## src/hdl/bet_pkg.sv

```systemverilog
// ----------------------------------------------------------------------------
// bet_pkg
// Shared types, constants and character helpers for the expression tokenizer.
// ----------------------------------------------------------------------------
package bet_pkg;

    // Width of the position and length counters inside the block.
    localparam int POS_BITS = 16;

    // Width of the offset and length fields of a result.
    localparam int FIELD_BITS = 16;

    // Result queue depth and its pointer width.
    localparam int RQ_DEPTH = 4;
    localparam int RQ_PTR_W = $clog2(RQ_DEPTH);
    localparam int RQ_CNT_W = $clog2(RQ_DEPTH + 1);

    // Characters of the special identifier LOOP.
    localparam logic [7:0] LOOP_WORD [4] = '{8'h4C, 8'h4F, 8'h4F, 8'h50};

    // Value of loop_match once the identifier can no longer be LOOP.
    localparam logic [2:0] LOOP_BROKEN = 3'd5;
    localparam logic [2:0] LOOP_FULL   = 3'd4;

    // Named characters.
    localparam logic [7:0] CH_DOT     = 8'h2E;
    localparam logic [7:0] CH_CARET   = 8'h5E;
    localparam logic [7:0] CH_NEWLINE = 8'h0A;
    localparam logic [7:0] CH_TAB     = 8'h09;
    localparam logic [7:0] CH_COMMA   = 8'h2C;
    localparam logic [7:0] CH_SPACE   = 8'h20;
    localparam logic [7:0] CH_LPAR    = 8'h28;
    localparam logic [7:0] CH_RPAR    = 8'h29;
    localparam logic [7:0] CH_GT      = 8'h3E;
    localparam logic [7:0] CH_LT      = 8'h3C;
    localparam logic [7:0] CH_EQ      = 8'h3D;
    localparam logic [7:0] CH_PLUS    = 8'h2B;
    localparam logic [7:0] CH_MINUS   = 8'h2D;
    localparam logic [7:0] CH_STAR    = 8'h2A;
    localparam logic [7:0] CH_SLASH   = 8'h2F;

    // Scanner modes.
    typedef enum logic [2:0] {
        MODE_IDLE   = 3'd0,
        MODE_IDENT  = 3'd1,
        MODE_NUMBER = 3'd2,
        MODE_OPER   = 3'd3,
        MODE_ERROR  = 3'd4
    } mode_t;

    // Token kinds.
    typedef enum logic [4:0] {
        K_IDENT   = 5'd0,
        K_NUMBER  = 5'd1,
        K_GE      = 5'd2,
        K_GT      = 5'd3,
        K_LE      = 5'd4,
        K_LT      = 5'd5,
        K_NE      = 5'd6,
        K_EQ      = 5'd7,
        K_ASSIGN  = 5'd8,
        K_ADD     = 5'd9,
        K_SUB     = 5'd10,
        K_MUL     = 5'd11,
        K_DIV     = 5'd12,
        K_POW     = 5'd13,
        K_LPAR    = 5'd14,
        K_RPAR    = 5'd15,
        K_COMMA   = 5'd16,
        K_NEWLINE = 5'd17,
        K_ERROR   = 5'd18
    } kind_t;

    // Scanner state carried from one character to the next.
    typedef struct packed {
        mode_t                 mode;
        logic [POS_BITS-1:0]   position;
        logic [POS_BITS-1:0]   pend_start;
        logic [POS_BITS-1:0]   pend_len;
        logic [2:0]            loop_match;
        logic [7:0]            op_a;
        logic [7:0]            op_b;
        logic [1:0]            op_count;
    } scan_state_t;

    // One result as it travels to the output.
    typedef struct packed {
        kind_t                  kind;
        logic [FIELD_BITS-1:0]  start;
        logic [FIELD_BITS-1:0]  length;
        logic                   last;
    } result_t;

    // Results produced by one character: up to two, in order.
    typedef struct packed {
        logic [1:0] count;
        result_t    res1;
        result_t    res0;
    } scan_out_t;

    function automatic logic is_letter(input logic [7:0] c);
        return ((c >= 8'h61) && (c <= 8'h7A)) || ((c >= 8'h41) && (c <= 8'h5A));
    endfunction

    function automatic logic is_digit(input logic [7:0] c);
        return (c >= 8'h30) && (c <= 8'h39);
    endfunction

    function automatic logic is_op_start(input logic [7:0] c);
        return (c == CH_GT) || (c == CH_LT) || (c == CH_EQ) || (c == CH_PLUS) ||
               (c == CH_MINUS) || (c == CH_STAR) || (c == CH_SLASH) || (c == CH_CARET);
    endfunction

    // Saturating increment of a counter.
    function automatic logic [POS_BITS-1:0] sat_inc(input logic [POS_BITS-1:0] v);
        return (v == {POS_BITS{1'b1}}) ? v : v + 1'b1;
    endfunction

    // Low bits of a counter as a result field, zero-extended when narrower.
    function automatic logic [FIELD_BITS-1:0] to_field(input logic [POS_BITS-1:0] v);
        logic [31:0] w;
        w = 32'(v);
        return w[FIELD_BITS-1:0];
    endfunction

    // Kind of a pending operator, or an error for an unknown spelling.
    function automatic kind_t oper_kind(input logic [7:0] a, input logic [7:0] b,
                                        input logic [1:0] cnt);
        kind_t k;
        k = K_ERROR;
        if (cnt == 2'd1) begin
            case (a)
                CH_GT:    k = K_GT;
                CH_LT:    k = K_LT;
                CH_EQ:    k = K_ASSIGN;
                CH_PLUS:  k = K_ADD;
                CH_MINUS: k = K_SUB;
                CH_STAR:  k = K_MUL;
                CH_SLASH: k = K_DIV;
                CH_CARET: k = K_POW;
                default:  k = K_ERROR;
            endcase
        end else if (cnt == 2'd2) begin
            if ((a == CH_GT) && (b == CH_EQ)) begin
                k = K_GE;
            end else if ((a == CH_LT) && (b == CH_EQ)) begin
                k = K_LE;
            end else if ((a == CH_LT) && (b == CH_GT)) begin
                k = K_NE;
            end else if ((a == CH_EQ) && (b == CH_EQ)) begin
                k = K_EQ;
            end
        end
        return k;
    endfunction

endpackage

```

## src/hdl/bet_scan.sv

```systemverilog
// ----------------------------------------------------------------------------
// bet_scan
// Combinational step of the tokenizer: next scanner state and the results
// that one character causes.
// ----------------------------------------------------------------------------
module bet_scan (
    input  bet_pkg::scan_state_t cur,
    input  logic [7:0]           ch,
    input  logic                 end_of_source,
    output bet_pkg::scan_state_t nxt,
    output bet_pkg::scan_out_t   results
);
    import bet_pkg::*;

    always_comb
    begin
        scan_state_t         s;
        result_t             res [2];
        logic [1:0]          n;
        logic [POS_BITS-1:0] at;
        logic                closing;
        logic                do_fresh;
        logic                alnum;
        kind_t               ck;
        kind_t               fk;
        logic                f_emit;

        s        = cur;
        res[0]   = '0;
        res[1]   = '0;
        n        = 2'd0;
        at       = cur.position;
        closing  = 1'b0;
        do_fresh = 1'b0;
        alnum    = is_letter(ch) || is_digit(ch);
        ck       = K_ERROR;
        fk       = K_ERROR;
        f_emit   = 1'b0;

        s.position = sat_inc(cur.position);

        // Extend the open token or decide to close it.
        case (cur.mode)
            MODE_IDENT:
            begin
                if (alnum) begin
                    s.pend_len = sat_inc(cur.pend_len);
                    if ((cur.loop_match < LOOP_FULL) &&
                        (ch == LOOP_WORD[cur.loop_match[1:0]])) begin
                        s.loop_match = cur.loop_match + 3'd1;
                    end else begin
                        s.loop_match = LOOP_BROKEN;
                    end
                end else if (cur.loop_match == LOOP_FULL) begin
                    // An open LOOP swallows any character that is not a letter or digit.
                    s.pend_len = sat_inc(cur.pend_len);
                end else begin
                    closing  = 1'b1;
                    do_fresh = 1'b1;
                end
            end
            MODE_NUMBER:
            begin
                if (is_digit(ch) || (ch == CH_DOT)) begin
                    s.pend_len = sat_inc(cur.pend_len);
                end else begin
                    closing  = 1'b1;
                    do_fresh = 1'b1;
                end
            end
            MODE_OPER:
            begin
                if ((ch == CH_EQ) || (ch == CH_GT)) begin
                    s.pend_len = sat_inc(cur.pend_len);
                    if (cur.op_count == 2'd1) begin
                        s.op_b = ch;
                    end
                    if (cur.op_count != 2'd3) begin
                        s.op_count = cur.op_count + 2'd1;
                    end
                end else begin
                    closing  = 1'b1;
                    // A bad operator also drops the character that closed it.
                    do_fresh = (oper_kind(cur.op_a, cur.op_b, cur.op_count) != K_ERROR);
                end
            end
            MODE_IDLE:
            begin
                do_fresh = 1'b1;
            end
            default:
            begin
                do_fresh = 1'b0;
            end
        endcase

        // Report the token being closed.
        if (closing) begin
            if (cur.mode == MODE_IDENT) begin
                ck = K_IDENT;
            end else if (cur.mode == MODE_NUMBER) begin
                ck = K_NUMBER;
            end else begin
                ck = oper_kind(cur.op_a, cur.op_b, cur.op_count);
            end
            res[0].kind   = ck;
            res[0].start  = to_field(cur.pend_start);
            res[0].length = to_field(cur.pend_len);
            n             = 2'd1;
            s.mode        = (ck == K_ERROR) ? MODE_ERROR : MODE_IDLE;
        end

        // Start something new with this character.
        if (do_fresh) begin
            s.pend_start = at;
            s.pend_len   = {{(POS_BITS-1){1'b0}}, 1'b1};
            if (is_letter(ch)) begin
                s.mode       = MODE_IDENT;
                s.loop_match = (ch == LOOP_WORD[0]) ? 3'd1 : LOOP_BROKEN;
            end else if (is_digit(ch)) begin
                s.mode = MODE_NUMBER;
            end else if (is_op_start(ch)) begin
                s.mode     = MODE_OPER;
                s.op_a     = ch;
                s.op_b     = 8'h00;
                s.op_count = 2'd1;
            end else if (ch == CH_LPAR) begin
                fk     = K_LPAR;
                f_emit = 1'b1;
            end else if (ch == CH_RPAR) begin
                fk     = K_RPAR;
                f_emit = 1'b1;
            end else if (ch == CH_COMMA) begin
                fk     = K_COMMA;
                f_emit = 1'b1;
            end else if (ch == CH_NEWLINE) begin
                fk     = K_NEWLINE;
                f_emit = 1'b1;
            end else if ((ch == CH_SPACE) || (ch == CH_TAB)) begin
                f_emit = 1'b0;
            end else begin
                fk     = K_ERROR;
                f_emit = 1'b1;
                s.mode = MODE_ERROR;
            end
            if (f_emit) begin
                res[n[0]].kind   = fk;
                res[n[0]].start  = to_field(at);
                res[n[0]].length = {{(FIELD_BITS-1){1'b0}}, 1'b1};
                n                = n + 2'd1;
            end
        end

        // End of source closes any open token and returns to the reset state.
        if (end_of_source) begin
            if ((s.mode == MODE_IDENT) || (s.mode == MODE_NUMBER) ||
                (s.mode == MODE_OPER)) begin
                if (s.mode == MODE_IDENT) begin
                    ck = K_IDENT;
                end else if (s.mode == MODE_NUMBER) begin
                    ck = K_NUMBER;
                end else begin
                    ck = oper_kind(s.op_a, s.op_b, s.op_count);
                end
                res[n[0]].kind   = ck;
                res[n[0]].start  = to_field(s.pend_start);
                res[n[0]].length = to_field(s.pend_len);
                n                = n + 2'd1;
            end
            s = '0;
        end

        // Mark the final result of this character.
        if (n == 2'd1) begin
            res[0].last = 1'b1;
        end else if (n == 2'd2) begin
            res[1].last = 1'b1;
        end

        nxt           = s;
        results.count = n;
        results.res0  = res[0];
        results.res1  = res[1];
    end

endmodule

```

## src/hdl/bet_rqueue.sv

```systemverilog
// ----------------------------------------------------------------------------
// bet_rqueue
// Small result queue: takes up to two results per cycle and hands them out
// one per request on the output channel.
// ----------------------------------------------------------------------------
module bet_rqueue (
    input  logic                clk,
    input  logic                rst_n,
    input  logic                push,
    input  bet_pkg::scan_out_t  push_data,
    output logic                room,
    output logic                out_valid,
    input  logic                out_ready,
    output bet_pkg::result_t    head
);
    import bet_pkg::*;

    result_t               entry_reg [RQ_DEPTH];
    logic [RQ_PTR_W-1:0]   wr_ptr_reg;
    logic [RQ_PTR_W-1:0]   wr_ptr_next;
    logic [RQ_PTR_W-1:0]   rd_ptr_reg;
    logic [RQ_PTR_W-1:0]   rd_ptr_next;
    logic [RQ_CNT_W-1:0]   count_reg;
    logic [RQ_CNT_W-1:0]   count_next;
    logic [RQ_CNT_W-1:0]   push_n;
    logic                  pop;

    // Room for the worst case of two results from one character.
    assign room      = (count_reg <= RQ_CNT_W'(RQ_DEPTH - 2));
    assign out_valid = (count_reg != '0);
    assign head      = entry_reg[rd_ptr_reg];
    assign pop       = out_valid && out_ready;
    assign push_n    = push ? RQ_CNT_W'(push_data.count) : '0;

    // Pointer and fill count bookkeeping.
    always_comb
    begin
        wr_ptr_next = wr_ptr_reg + RQ_PTR_W'(push_n);
        rd_ptr_next = pop ? rd_ptr_reg + 1'b1 : rd_ptr_reg;
        count_next  = count_reg + push_n - RQ_CNT_W'(pop);
    end

    always_ff @(posedge clk or negedge rst_n)
    begin
        if (!rst_n) begin
            wr_ptr_reg <= '0;
            rd_ptr_reg <= '0;
            count_reg  <= '0;
        end else begin
            wr_ptr_reg <= wr_ptr_next;
            rd_ptr_reg <= rd_ptr_next;
            count_reg  <= count_next;
        end
    end

    // Result storage; no reset needed on payload.
    always_ff @(posedge clk)
    begin
        if (push && (push_data.count != 2'd0)) begin
            entry_reg[wr_ptr_reg] <= push_data.res0;
        end
        if (push && (push_data.count == 2'd2)) begin
            entry_reg[wr_ptr_reg + 1'b1] <= push_data.res1;
        end
    end

endmodule

```

## src/hdl/basic_expression_tokenizer_core.sv

```systemverilog
// ----------------------------------------------------------------------------
// basic_expression_tokenizer_core
// Streaming tokenizer: one source character per request in, tokens with
// kind, start offset and length out.
// ----------------------------------------------------------------------------
//  Channel | Handshake             | Payload
//  --------+-----------------------+----------------------------------------
//  input   | in_valid / in_ready   | ch, end_of_source
//  output  | out_valid / out_ready | token_kind, token_start, token_length,
//          |                       | last_in_run
//
// One character is taken per cycle while the queue has room; it is held in an
// input register and scanned once the queue can take its results, which are
// then written into the queue. Each character yields zero to two results,
// which wait in a four-entry queue; the input stalls only while that queue
// has fewer than two free entries. Reset clears the scanner and the queue.
// ----------------------------------------------------------------------------
module basic_expression_tokenizer_core (
    input  logic                             clk,
    input  logic                             rst_n,
    input  logic                             in_valid,
    output logic                             in_ready,
    input  logic [7:0]                       ch,
    input  logic                             end_of_source,
    output logic                             out_valid,
    input  logic                             out_ready,
    output logic [4:0]                       token_kind,
    output logic [bet_pkg::FIELD_BITS-1:0]   token_start,
    output logic [bet_pkg::FIELD_BITS-1:0]   token_length,
    output logic                             last_in_run
);
    import bet_pkg::*;

    logic        in_vld_reg;
    logic [7:0]  ch_reg;
    logic        eos_reg;
    scan_state_t state_reg;
    scan_state_t state_next;
    scan_out_t   scan_res;
    logic        room;
    logic        fire;
    result_t     head;

    // The held character is scanned when the queue can take its results.
    assign fire     = in_vld_reg && room;
    assign in_ready = !in_vld_reg || fire;

    // Input register.
    always_ff @(posedge clk or negedge rst_n)
    begin
        if (!rst_n) begin
            in_vld_reg <= 1'b0;
        end else if (in_valid && in_ready) begin
            in_vld_reg <= 1'b1;
        end else if (fire) begin
            in_vld_reg <= 1'b0;
        end
    end

    always_ff @(posedge clk)
    begin
        if (in_valid && in_ready) begin
            ch_reg  <= ch;
            eos_reg <= end_of_source;
        end
    end

    // Scanner state.
    always_ff @(posedge clk or negedge rst_n)
    begin
        if (!rst_n) begin
            state_reg <= '0;
        end else if (fire) begin
            state_reg <= state_next;
        end
    end

    bet_scan u_scan (
        .cur           (state_reg),
        .ch            (ch_reg),
        .end_of_source (eos_reg),
        .nxt           (state_next),
        .results       (scan_res)
    );

    bet_rqueue u_rqueue (
        .clk       (clk),
        .rst_n     (rst_n),
        .push      (fire),
        .push_data (scan_res),
        .room      (room),
        .out_valid (out_valid),
        .out_ready (out_ready),
        .head      (head)
    );

    // Output fields come straight from the queue head.
    assign token_kind   = head.kind;
    assign token_start  = head.start;
    assign token_length = head.length;
    assign last_in_run  = head.last;

endmodule

```

## config.mk

```make
export PLATFORM = sky130hd
export DESIGN_NAME = basic_expression_tokenizer_core
export DESIGN_NICKNAME = d
export VERILOG_FILES = /design/src/hdl/bet_pkg.sv /design/src/hdl/bet_scan.sv /design/src/hdl/bet_rqueue.sv /design/src/hdl/basic_expression_tokenizer_core.sv
export SDC_FILE = /design/constraint.sdc
export NUM_CORES = 1
export LEC_CHECK = 0
export BUFFER_PORTS_ARGS = -buffer_cell sky130_fd_sc_hd__buf_2
export CAP_MARGIN = 20
export CORE_ASPECT_RATIO = 0.75
export CORE_MARGIN = 1
export CORE_UTILIZATION = 40
export DETAILED_ROUTE_END_ITERATION = 16
export GPL_TIMING_DRIVEN = 0
export MAX_ROUTING_LAYER = met4
export REMOVE_ABC_BUFFERS = 1
export SYNTH_ARGS = -nofsm -noshare
export SYNTH_HDL_FRONTEND = slang
export SYNTH_SLANG_ARGS = --single-unit
```

## constraint.sdc

```tcl
create_clock -name clk -period 10.9 [get_ports clk]
set_clock_uncertainty 0.1 [all_clocks]
set_input_delay 0.545 -clock clk [delete_from_list [all_inputs] [get_ports clk]]
set_output_delay 0.545 -clock clk [all_outputs]
set_load 0.005 [all_outputs]
```

# == After elaboration in Yosys (flattened, before gate mapping) ==
# Memory sizes are Yosys's and may differ from the RTL's.
# Index checks and enable logic that the tools add are counted.
# op_classes
n_mux,120
add_sub_neg,11
magnitude_cmp,13
eq_ne,56
n_reduce_logical,40
bitwise_logic,3
# op_table
cell,n
$bwmux 76,6
$mux 76,4
$eq 8x6->1 const B,30
$demux 38 s1,6
$mux 5,28
$mux 16,6
$pmux 5 s8,2
$mux 38,2
$mux 72,1
$mux 33,2
$mux 18,3
$mux 53,1
$mux 3,16
$pmux 16 s3,1
$mux 37,1
$mux 17,2
$add 16x1->16 const B,2
$eq 16x16->1 const B,2
$eq 8x7->1 const B,4
$mux 1,24
$mux 8,3
$mux 10,2
$logic_and 1x1->1,19
$bmux 8 s2,1
36 further kinds,75
# word_totals
mem_bits_rw,152
output_inout_bits,40
ff_bits,89
input_bits,13
mem_count,1
# memory_table
memory,depth,word_bits,rd,rd_ports_with_merged_regs,wr,line,text
u_rqueue.entry_reg,4,38,1,0,2,bet_rqueue.sv:18,result_t entry_reg [RQ_DEPTH];

# == Logic depth before layout (Yosys ltp) ==
# Gate-level depths: netlist of the first run.
# logic_depth
depth_word,35
ltp_mapped,18
ltp_nobuf,17

# == Modules after synthesis ==
# Synthesis of the first run repeated with hierarchy kept, for this count alone.
# hier_totals
cells_unflattened,1232
hier_area_um2,15025.7
# by_module_without_submodules
mod,area_per_inst_um2,instances,cells_per_inst
bet_rqueue,7807.5,1,416
bet_scan,3862.5,1,650
basic_expression_tokenizer_core,3355.7,1,166

# == Least setup slack after synthesis of the first run ==
# OpenSTA, ideal clock, no wires.
# synth_path
path_type,register -> register
from,register ch_reg[4]
to,"memory u_rqueue.entry_reg[0][0] in the netlist's numbering, enable pin"
path_stages_with_launch,15
slack_ns,3.202
setup_time_ns,0.539
arrival_time_ns,7.059
required_time_ns,10.261
synth_period_minus_slack_ns,7.698
cell_sequence,edfxtp_1 buf_4 nor4b_4 a22oi_2 and2_1 nor3_1 inv_1 clkbuf_1 ha_1 a211oi_1 or4_4 a21oi_1 nor2_1 a21oi_1 o41ai_1
# synth_lines
element,line,text
start: declaration,basic_expression_tokenizer_core.sv:35,logic [7:0] ch_reg;
start signal: assignment,basic_expression_tokenizer_core.sv:63,ch_reg <= ch;
end: declaration,bet_rqueue.sv:18,

==> flow_summary.ini, run 1 <==
[timing]
period_share = 0.5900
slew_headroom = 0.2634
drv_slew = 0
tns_ns = 0
post-route-min-period_ns = 6.431
final.setup.worst_slack_ns = 4.469
hold_viol_final = 0
worst_pin_slew_ns = 1.105
timing.fmax_mhz = 155.5
setup_viol = 0
rsz0062_at_grt = no

[synth]
synth_edf_count = 161
synthSimpleGateAreaFrac = 0.1587
yosysTopAreaCell = edfxtp_1
synthArstFlopShare = 0.3320
yosys_warnings = 0
synth_top_family_by_area = compound AO/OA/AOI/OAI gates
synth_adder_area_share = 0.009964
syn-instance-count = 1203
synth_compound_area_frac = 0.1753
synth_seq_area_share = 0.5136
synth_cell_type_count = 89
avgSynthCellArea_um2 = 11.06
syn_area_mm2 = 0.01331
synth_mux_area_frac = 0.09081
yosysTopAreaCellShare = 0.3632
synth_area_leaders = edfxtp_1, dfrtp_1, mux4_2
synth_flop_cell = edfxtp_1
synthXorXnorAreaFrac = 0.01504
ys_seq_elements = 241

[cts]
cts.sinks = 241
cts-resized-gates = 0
max-clock-path-buffers = 3
cts_setup_buffers = 0
htree_levels = 1
cts_tree = done
cts_root_buffer = clkbuf_16
clkTransAtPathRegs_ns = 0.06
clock_latency_ns = 0.54
cts_buffers = 26

[outcome]
outcome = finished, final reports clean

[pwr]
seq_power_share = 0.367
swShare = 0.4044
powerDensity_mw_per_mm2 = 260.5
p_leak_uw = 0.005393
combPwrFrac = 0.422
power.total_uw = 3907
p_sw_uw = 1580
ir_drop_uv = 118.3
intPower_uw = 2327
clockPowerShare = 0.211

[cells_and_area]
areaGrowthSynthToFinish_pct = 12.69
final_cell_mix = edfxtp_1, nor2_1, nand2_1
mostFrequentLayoutCell = edfxtp_1
drive_gt1_frac = 0.1823
instances_no_fill = 1682
largest_reg_flops = 152
final_cell_area_mm2 = 0.01500
final_nets = 1244
diodes = 0

[worst_setup_path]
path_class = reg2reg
endpoint_kind = register
arrival_ns = 6.72
worst_ep_required_time_ns = 11.19
start_kind = register
worst-path-max-fanout = 23

[drt]
drc_errors = 0
antenna_left = 0
dr.pass1.iters = 5
drt_wl_total_mm = 36.00
via_per_inst = 5.949
drt-initial-drc-count = 863
vias = 10010
drt-wirelength-per-cell_um = 21.40

[grt]
busiest_layer = met1
grt_pass1_wl_mm = 56.90
grt_pass1_vias = 9719
gr-usage-met2 = 0.3158
grtUsageMet3 = 0.04425
overflow = 0
antenna_found_initial = 0
grt_max_degree = 58
grt_use_met1 = 0.3277
grtUsageTotal = 0.2223

[place]
placed_area_mm2 = 0.01419
numPortBuffers = 52
dpl_worst_slack_ns = 4.607
finalWeightedCongestion = 0.9524
dp_cells = 1634
dpl.hpwl_mm = 24.59

[floorplan]
die_h_um = 160.0
ios = 53
die_area_mm2 = 0.03402
row_count = 57
initial_core_util = 0.4084
core_area_mm2 = 0.03259
die_w_um = 212.6

[flow_run]
maxCapViolCount = 0

[hold_path]
hp-class = in2reg
## Yosys cell counts (11+ instances only)
| master | n |
|---|---|
| edfxtp_1 | 161 |
| nor2_1 | 126 |
| nand2_1 | 117 |
| dfrtp_1 | 80 |
| o21ai_0 | 76 |
| o2bb2ai_1 | 65 |
| clkbuf_1 | 64 |
| mux4_2 | 38 |
| a21oi_1 | 36 |
| a22oi_1 | 28 |
| nand3_1 | 26 |
| inv_1 | 23 |
| nand4_1 | 21 |
| nor3_1 | 21 |
| and2_1 | 20 |
| mux2_2 | 16 |
| a31oi_1 | 15 |
| buf_2 | 14 |
| o31ai_1 | 14 |
| xor2_1 | 14 |
| and3_1 | 11 |
## path summary, 6_finish.rpt
check / start / to / slack (ns) / cells past startpoint
worst min-delay path: ch[4] / ch_reg[4]$_DFFE_PP_ / 0.08 / 1
min in group asynchronous: rst_n / state_reg[43]$_DFFE_PN0P_ / 0.36 / 2
worst max-delay path: ch_reg[2]$_DFFE_PP_ / u_rqueue.entry_reg[2][29]$_DFFE_PP_ / 4.47 / 14
max in group asynchronous: rst_n / state_reg[70]$_DFFE_PN0P_ / 9.69 / 3
worst max register to register: ch_reg[2]$_DFFE_PP_ / u_rqueue.entry_reg[2][29]$_DFFE_PP_ / 4.47 / 14
worst min register to register: state_reg[4]$_DFFE_PN0P_ / state_reg[4]$_DFFE_PN0P_ / 0.40 / 1
## cells by family after synthesis
group,count (synthesis)
compound gates,328
xor+xnor,22
fa+ha+maj,10
buf+inv,116
flops,241
mux,68
simple gates,418
## per-layer routing
metal  wire length, um  vias to the layer above
met5                 0                        -
met4               580                        0
met3              2578                       39
met2             15630                      377
met1             17220                     4954
li1                  -                     4636
## layout make-up
type,count,area [um2]
clock buffers,37,732.0
clock inverters,10,67.56
fillers,3024,17590
inverters,23,86.33
multi-input cells,846,6050
flip-flops and latches,241,6842
well taps,442,553.0
repair buffers,83,669.4
## critical path, cell delays in order (launching register included)
cell       delay [ns]
edfxtp_1         0.77
nand2_1          0.33
nor3_4           0.32
nor2_1           0.18
nor3_1           0.72
inv_1            0.47
ha_1             0.47
a211oi_1         0.10
or4_4            0.58
a211o_1          0.36
a21oi_4          0.50
buf_12           0.27
mux2i_2          0.70
buf_6            0.24
o2bb2ai_1        0.12
## power by group through the flow
| stage | clock network (uW) | logic, uW | registers [uW] |
|---|---|---|---|
| after floorplan | 0 | 989 | 1400 |
| after global placement | 0 | 1480 | 1500 |
| after detailed placement | 0 | 1630 | 1450 |
| after CTS | 846 | 1640 | 1430 |
| after global routing | 883 | 1780 | 1460 |
| final | 826 | 1650 | 1430 |
## what timing repair did
| action | 4_1_cts | 5_1_grt |
|---|---|---|
| setup endpoints to repair | 0 | 0 |
| endpoints found under the hold margin | 23 | 0 |
| hold buffers | 1 | 0 |
## through the flow
step | hold slack, ns | util
after global placement | 0.3735 | 0.4211
final | 0.08039 | 0.4602
after floorplan | 0.1494 | -
after detailed placement | 0.3831 | 0.4354
after global routing | 0.05654 | 0.4602
after CTS | 0.05884 | 0.4602
Power figures use the tool's default switching activity.
==> inputs of run 2 (changes only) <==
- clock period: 10.9 -> 6.45 ns (I/O delays scaled with it)
==> run 2 against run 1 <==
  * Worst hold slack got worse by 0.018 ns
  * Setup slack got worse by 4.1 ns
  * Via count rose by 0.13%
  * Design area rose by 0.70%
  * Routed wire length rose by 0.29%
  * Utilization rose by 0.32 points
  * Combinational power rose by 69%
  * Global-route usage rose by 0.084 points
  * Cell count rose by 0.59%
  * Sequential power rose by 69%
  * Sequential share of layout area fell by 0.32 points
  * Largest cell class unchanged
  * Largest power group unchanged
  * Highest routed layer unchanged
==> flow_summary.ini, run 2 (synthesized netlist as in run 1, its figures left out) <==
[pwr]
swShare = 0.4045
combPwrFrac = 0.422
power.total_uw = 6611
intPower_uw = 3937
clockPowerShare = 0.212
p_leak_uw = 0.005436
seq_power_share = 0.366
p_sw_uw = 2674
ir_drop_uv = 201.3
powerDensity_mw_per_mm2 = 437.7

[drt]
via_per_inst = 5.921
vias = 10020
drt_wl_total_mm = 36.10
drt-initial-drc-count = 951
drc_errors = 0
drt-wirelength-per-cell_um = 21.34
dr.pass1.iters = 6
antenna_left = 0

[worst_setup_path]
endpoint_kind = register
start_kind = register
rr_startpoint = ch_reg[2]$_DFFE_PP_
worstSetupStartpoint = ch_reg[2]$_DFFE_PP_
worst-path-max-fanout = 23
worst_ep_required_time_ns = 6.74
path_class = reg2reg
arrival_ns = 6.34

[place]
dpl_worst_slack_ns = 0.1566
finalWeightedCongestion = 0.9524
numPortBuffers = 52
dpl.hpwl_mm = 24.59

[cts]
clock_latency_ns = 0.54
cts_setup_buffers = 0
cts_tree = done
max-clock-path-buffers = 3
cts_root_buffer = clkbuf_16
cts_buffers = 26
htree_levels = 1
clkTransAtPathRegs_ns = 0.06
cts.sinks = 241

[timing]
post-route-min-period_ns = 6.054
worst_pin_slew_ns = 1.045
hold_viol_final = 0
drv_slew = 0
slew_headroom = 0.3032
rsz0062_at_grt = no
period_share = 0.9386
timing.fmax_mhz = 165.2
final.setup.worst_slack_ns = 0.3959
setup_viol = 0

[cells_and_area]
final_cell_mix = edfxtp_1, nor2_1, nand2_1
drive_gt1_frac = 0.1816
diodes = 0
mostFrequentLayoutCell = edfxtp_1
final_nets = 1254
largest_reg_flops = 152
areaGrowthSynthToFinish_pct = 13.48

[floorplan]
row_count = 57
die_h_um = 160.0
initial_core_util = 0.4084
core_area_mm2 = 0.03259
ios = 53
die_area_mm2 = 0.03402
die_w_um = 212.6

[grt]
gr-usage-met2 = 0.3179
grtUsageTotal = 0.2231
grtUsageMet3 = 0.04425
grt_max_degree = 58
grt_use_met1 = 0.3283
grt_pass1_wl_mm = 57.13
overflow = 0
antenna_found_initial = 0
grt_pass1_vias = 9758
busiest_layer = met1

[outcome]
outcome = finished, final reports clean

[hold_path]
hp-class = in2reg
min_from = out_ready

[flow_run]
maxCapViolCount = 0
## run 2: final timing paths
kind | to | slack, ns | depth (start not counted)
setup / recovery | u_rqueue.entry_reg[2][18]$_DFFE_PP_ | 0.40 | 14
hold reg to reg | u_rqueue.count_reg[2]$_DFF_PN0_ | 0.40 | 1
min in group asynchronous | state_reg[43]$_DFFE_PN0P_ | 0.14 | 2
max in group asynchronous | state_reg[70]$_DFFE_PN0P_ | 5.47 | 3
hold / removal | u_rqueue.rd_ptr_reg[0]$_DFFE_PN0P_ | 0.06 | 3
setup reg to reg | u_rqueue.entry_reg[2][18]$_DFFE_PP_ | 0.40 | 14
## run 2: power by group through the flow
stage	sequential, uW	clock [uW]	combinational (uW)
2_1_floorplan	2370	0	1670
3_5_place_dp	2450	0	2750
3_3_place_gp	2530	0	2500
5_1_grt	2470	1490	3020
4_1_cts	2420	1430	2770
6_report	2420	1400	2790
## run 2: critical path, cell delays in order, from the launching register on
cell	delay, ns
edfxtp_1	0.77
nand2_1	0.32
nor3_4	0.33
nor2_1	0.18
nor3_2	0.48
inv_1	0.37
ha_1	0.44
a211oi_1	0.10
or4_4	0.58
a211o_1	0.36
a21oi_4	0.49
buf_12	0.27
mux2i_2	0.70
buf_6	0.25
o2bb2ai_1	0.12
## run 2: final cells by class
type | count | area [um2]
Clock inverter | 10 | 67.56
Sequential cell | 241 | 6842
Clock buffer | 37 | 732.0
Inverter | 23 | 86.33
Fill cell | 3013 | 17490
Tap cell | 442 | 553.0
Multi-Input combinational cell | 846 | 6055
Timing Repair Buffer | 93 | 769.5
## run 2: repair_timing
item	CTS	global route
hold endpoints to repair	70	0
hold buffers	11	0
gates resized for setup	0	1
setup endpoints to repair	0	41
## run 2: metrics by stage
| stage | utilization | std cells | TNS [ns] | hold WS [ns] | cell area, um2 |
|---|---|---|---|---|---|
| 3_5_place_dp | 0.4354 | 1634 | 0 | 0.1700 | 14190 |
| 4_1_cts | 0.4633 | 1692 | 0 | 0.06536 | 15100 |
| 3_3_place_gp | 0.4211 | 1604 | -614.53 | 0.3735 | 13720 |
| 2_1_floorplan | - | 1110 | -98.26 | -0.07309 | 12910 |
| 6_report | 0.4634 | 1692 | 0 | 0.06239 | 15100 |
| 5_1_grt | 0.4634 | 1692 | 0 | 0.08136 | 15100 |
## run 2: per-layer routing
metal | routed length, um | share of wire | vias up
met3 | 2790 | 0.077 | 43
met1 | 17060 | 0.47 | 4936
met4 | 604 | 0.017 | 0
met5 | 0 | 0 | -
met2 | 15640 | 0.43 | 391
li1 | - | - | 4649
==> inputs of run 3 (changes only) <==
- PLACE_DENSITY: not set -> 0.55
- clock period: 6.45 -> 5.3 ns (I/O delays scaled with it)
==> run 3 against run 2 <==
  * Routed wire length increased by 4.5%
  * Design area rose by 2.6%
  * Count of clock-buffer cells in the layout fell by 1
  * First-iteration DRC count shrank 6.4%
  * Setup slack lost 0.23 ns
==> flow_summary.ini, run 3 (synthesized netlist as in run 1, its figures left out) <==
[outcome]
outcome = finished, final reports clean

[place]
dp_cells = 1636
numPortBuffers = 52
finalWeightedCongestion = 0.9630
dpl_worst_slack_ns = -1.029
dpl.hpwl_mm = 25.36

[floorplan]
die_h_um = 160.0
initial_core_util = 0.4084
ios = 53
die_area_mm2 = 0.03402
die_w_um = 212.6
row_count = 57
core_area_mm2 = 0.03259

[worst_setup_path]
reg2regPathDepth = 15
arrival_ns = 5.28
reg2reg_to = u_rqueue.entry_reg[2][8]$_DFFE_PP_
path_class = reg2reg
critical_path.max_stage_delay_ns = 0.57
cp_common_cell = buf_4
start_kind = register
worst-path-max-fanout = 12
r2r_slack_ns = 0.16
crit_end = u_rqueue.entry_reg[2][8]$_DFFE_PP_
crit_chain = buf_4 -> or4_1 -> o22ai_2 -> nor2_1 -> a2111oi_4 -> ha_1 -> a211oi_2 -> or4_4 -> a211o_1 -> and2_4 -> or2_2 -> o41ai_4 -> buf_6 -> buf_4 -> buf_4
worstSetupStartpoint = ch_reg[2]$_DFFE_PP_
path_buf_inv = 4
endpoint_kind = register
rr_startpoint = ch_reg[2]$_DFFE_PP_
cp_slowest_cell = or4_4
crit_family = simple AND/OR/NAND/NOR gates
worst_ep_required_time_ns = 5.44
cp.depth = 15

[timing]
final.setup.worst_slack_ns = 0.1645
period_share = 0.9690
slew_headroom = 0.3048
worst_pin_slew_ns = 1.043
drv_slew = 0
timing.fmax_mhz = 194.7
post-route-min-period_ns = 5.135
tns_ns = 0
hold_viol_final = 0
setup_viol = 0
rsz0062_at_grt = no

[drt]
via_per_inst = 5.940
dr.pass1.iters = 5
drt-wirelength-per-cell_um = 21.88
drc_errors = 0
vias = 10240
antenna_left = 0
drt_wl_total_mm = 37.73
drt-initial-drc-count = 890

[hold_path]
hp-class = in2async

[cells_and_area]
fillers = 2996
multi_input_comb_area_mm2 = 0.006141
final-seq-area_mm2 = 0.006842
areaGrowthSynthToFinish_pct = 16.45
largest_reg_flops = 152
drive_gt1_frac = 0.2036
mostFrequentLayoutCell = edfxtp_1
instances_no_fill = 1724
diodes = 0
final_cell_mix = edfxtp_1, nor2_1, nand2_1
final_nets = 1285

[grt]
grt_max_degree = 63
grt_pass1_wl_mm = 59.13
overflow = 0
grt_pass1_vias = 9941
antenna_found_initial = 0
grtUsageTotal = 0.2325

[cts]
htree_levels = 1
clock_latency_ns = 0.57
cts_root_buffer = clkbuf_16
max-clock-path-buffers = 3
cts_tree = done
clkTransAtPathRegs_ns = 0.08
cts.sinks = 241
cts_buffers = 26

[pwr]
ir_drop_uv = 255.6
power.total_uw = 8351
p_leak_uw = 0.005624
powerDensity_mw_per_mm2 = 538.8

[flow_run]
maxCapViolCount = 0
-- run 3: cell count changes in the layout (fill, tap and decap cells not counted), moves of 3 or more --
cell and delta:
buf_4 +28, clkinv_2 -4, clkbuf_8 -3, clkinv_1 +3
clkinvlp_4 +3
-- run 3: worst min-delay path by stage --
stage               start                         to  slack [ns]  cells after the start
floorplan           rst_n     in_vld_reg$_DFFE_PN0P_       -0.13                      0
global placement    ch[1]        ch_reg[1]$_DFFE_PP_        0.34                      1
detailed placement  rst_n     in_vld_reg$_DFFE_PN0P_        0.08                      1
CTS                 rst_n  state_reg[10]$_DFFE_PN0P_        0.02                      2
global route        rst_n  state_reg[10]$_DFFE_PN0P_        0.06                      2
finish              rst_n  state_reg[10]$_DFFE_PN0P_        0.03                      2
-- run 3: timing repair --
item / 4_1_cts / 5_1_grt
hold buffers: 12 / 0
pin swaps: 0 / 3
resized for setup: 11 / 7
endpoints found under the hold margin: 91 / 0
setup endpoints to repair: 305 / 83
setup buffers: 22 / 5
-- run 3: worst register-to-register path, stage by stage, from the launching register on --
cell       delay (ns)
edfxtp_1         0.46
buf_4            0.22
or4_1            0.52
o22ai_2          0.19
nor2_1           0.18
a2111oi_4        0.43
ha_1             0.25
a211oi_2         0.09
or4_4            0.57
a211o_1          0.37
and2_4           0.22
or2_2            0.44
o41ai_4          0.20
buf_6            0.24
buf_4            0.17
buf_4            0.18
-- run 3: layout make-up --
class	count	area share
Clock inverter	12	0.008072
Clock buffer	36	0.04504
Timing Repair Buffer	124	0.06781
Multi-Input combinational cell	846	0.3962
Tap cell	442	0.03568
Sequential cell	241	0.4414
Inverter	23	0.005812
-- run 3: where the power goes --
| group | internal [uW] | switching [uW] | total, uW |
|---|---|---|---|
| Sequential | 2500 | 346 | 2850 |
| Clock | 1020 | 765 | 1790 |
| Combinational | 1450 | 2260 | 3720 |
-- run 3: metal layers --
layer,global-route usage,share of wire,vias to the layer above
met4,0.03990,0.014,0
met3,0.04110,0.061,42
met5,-,0,-
met2,0.3348,0.44,334
met1,0.3451,0.49,5144
li1,-,-,4720
-- run 3: stage by stage --
| step | area [um2] | util | hold slack (ns) |
|---|---|---|---|
| after floorplan | 12910 | - | -0.1306 |
| after global placement | 13720 | 0.4211 | 0.3425 |
| after detailed placement | 14230 | 0.4365 | 0.08315 |
| after CTS | 15420 | 0.4732 | 0.02249 |
| after global routing | 15500 | 0.4756 | 0.06026 |
| final | 15500 | 0.4756 | 0.03133 |
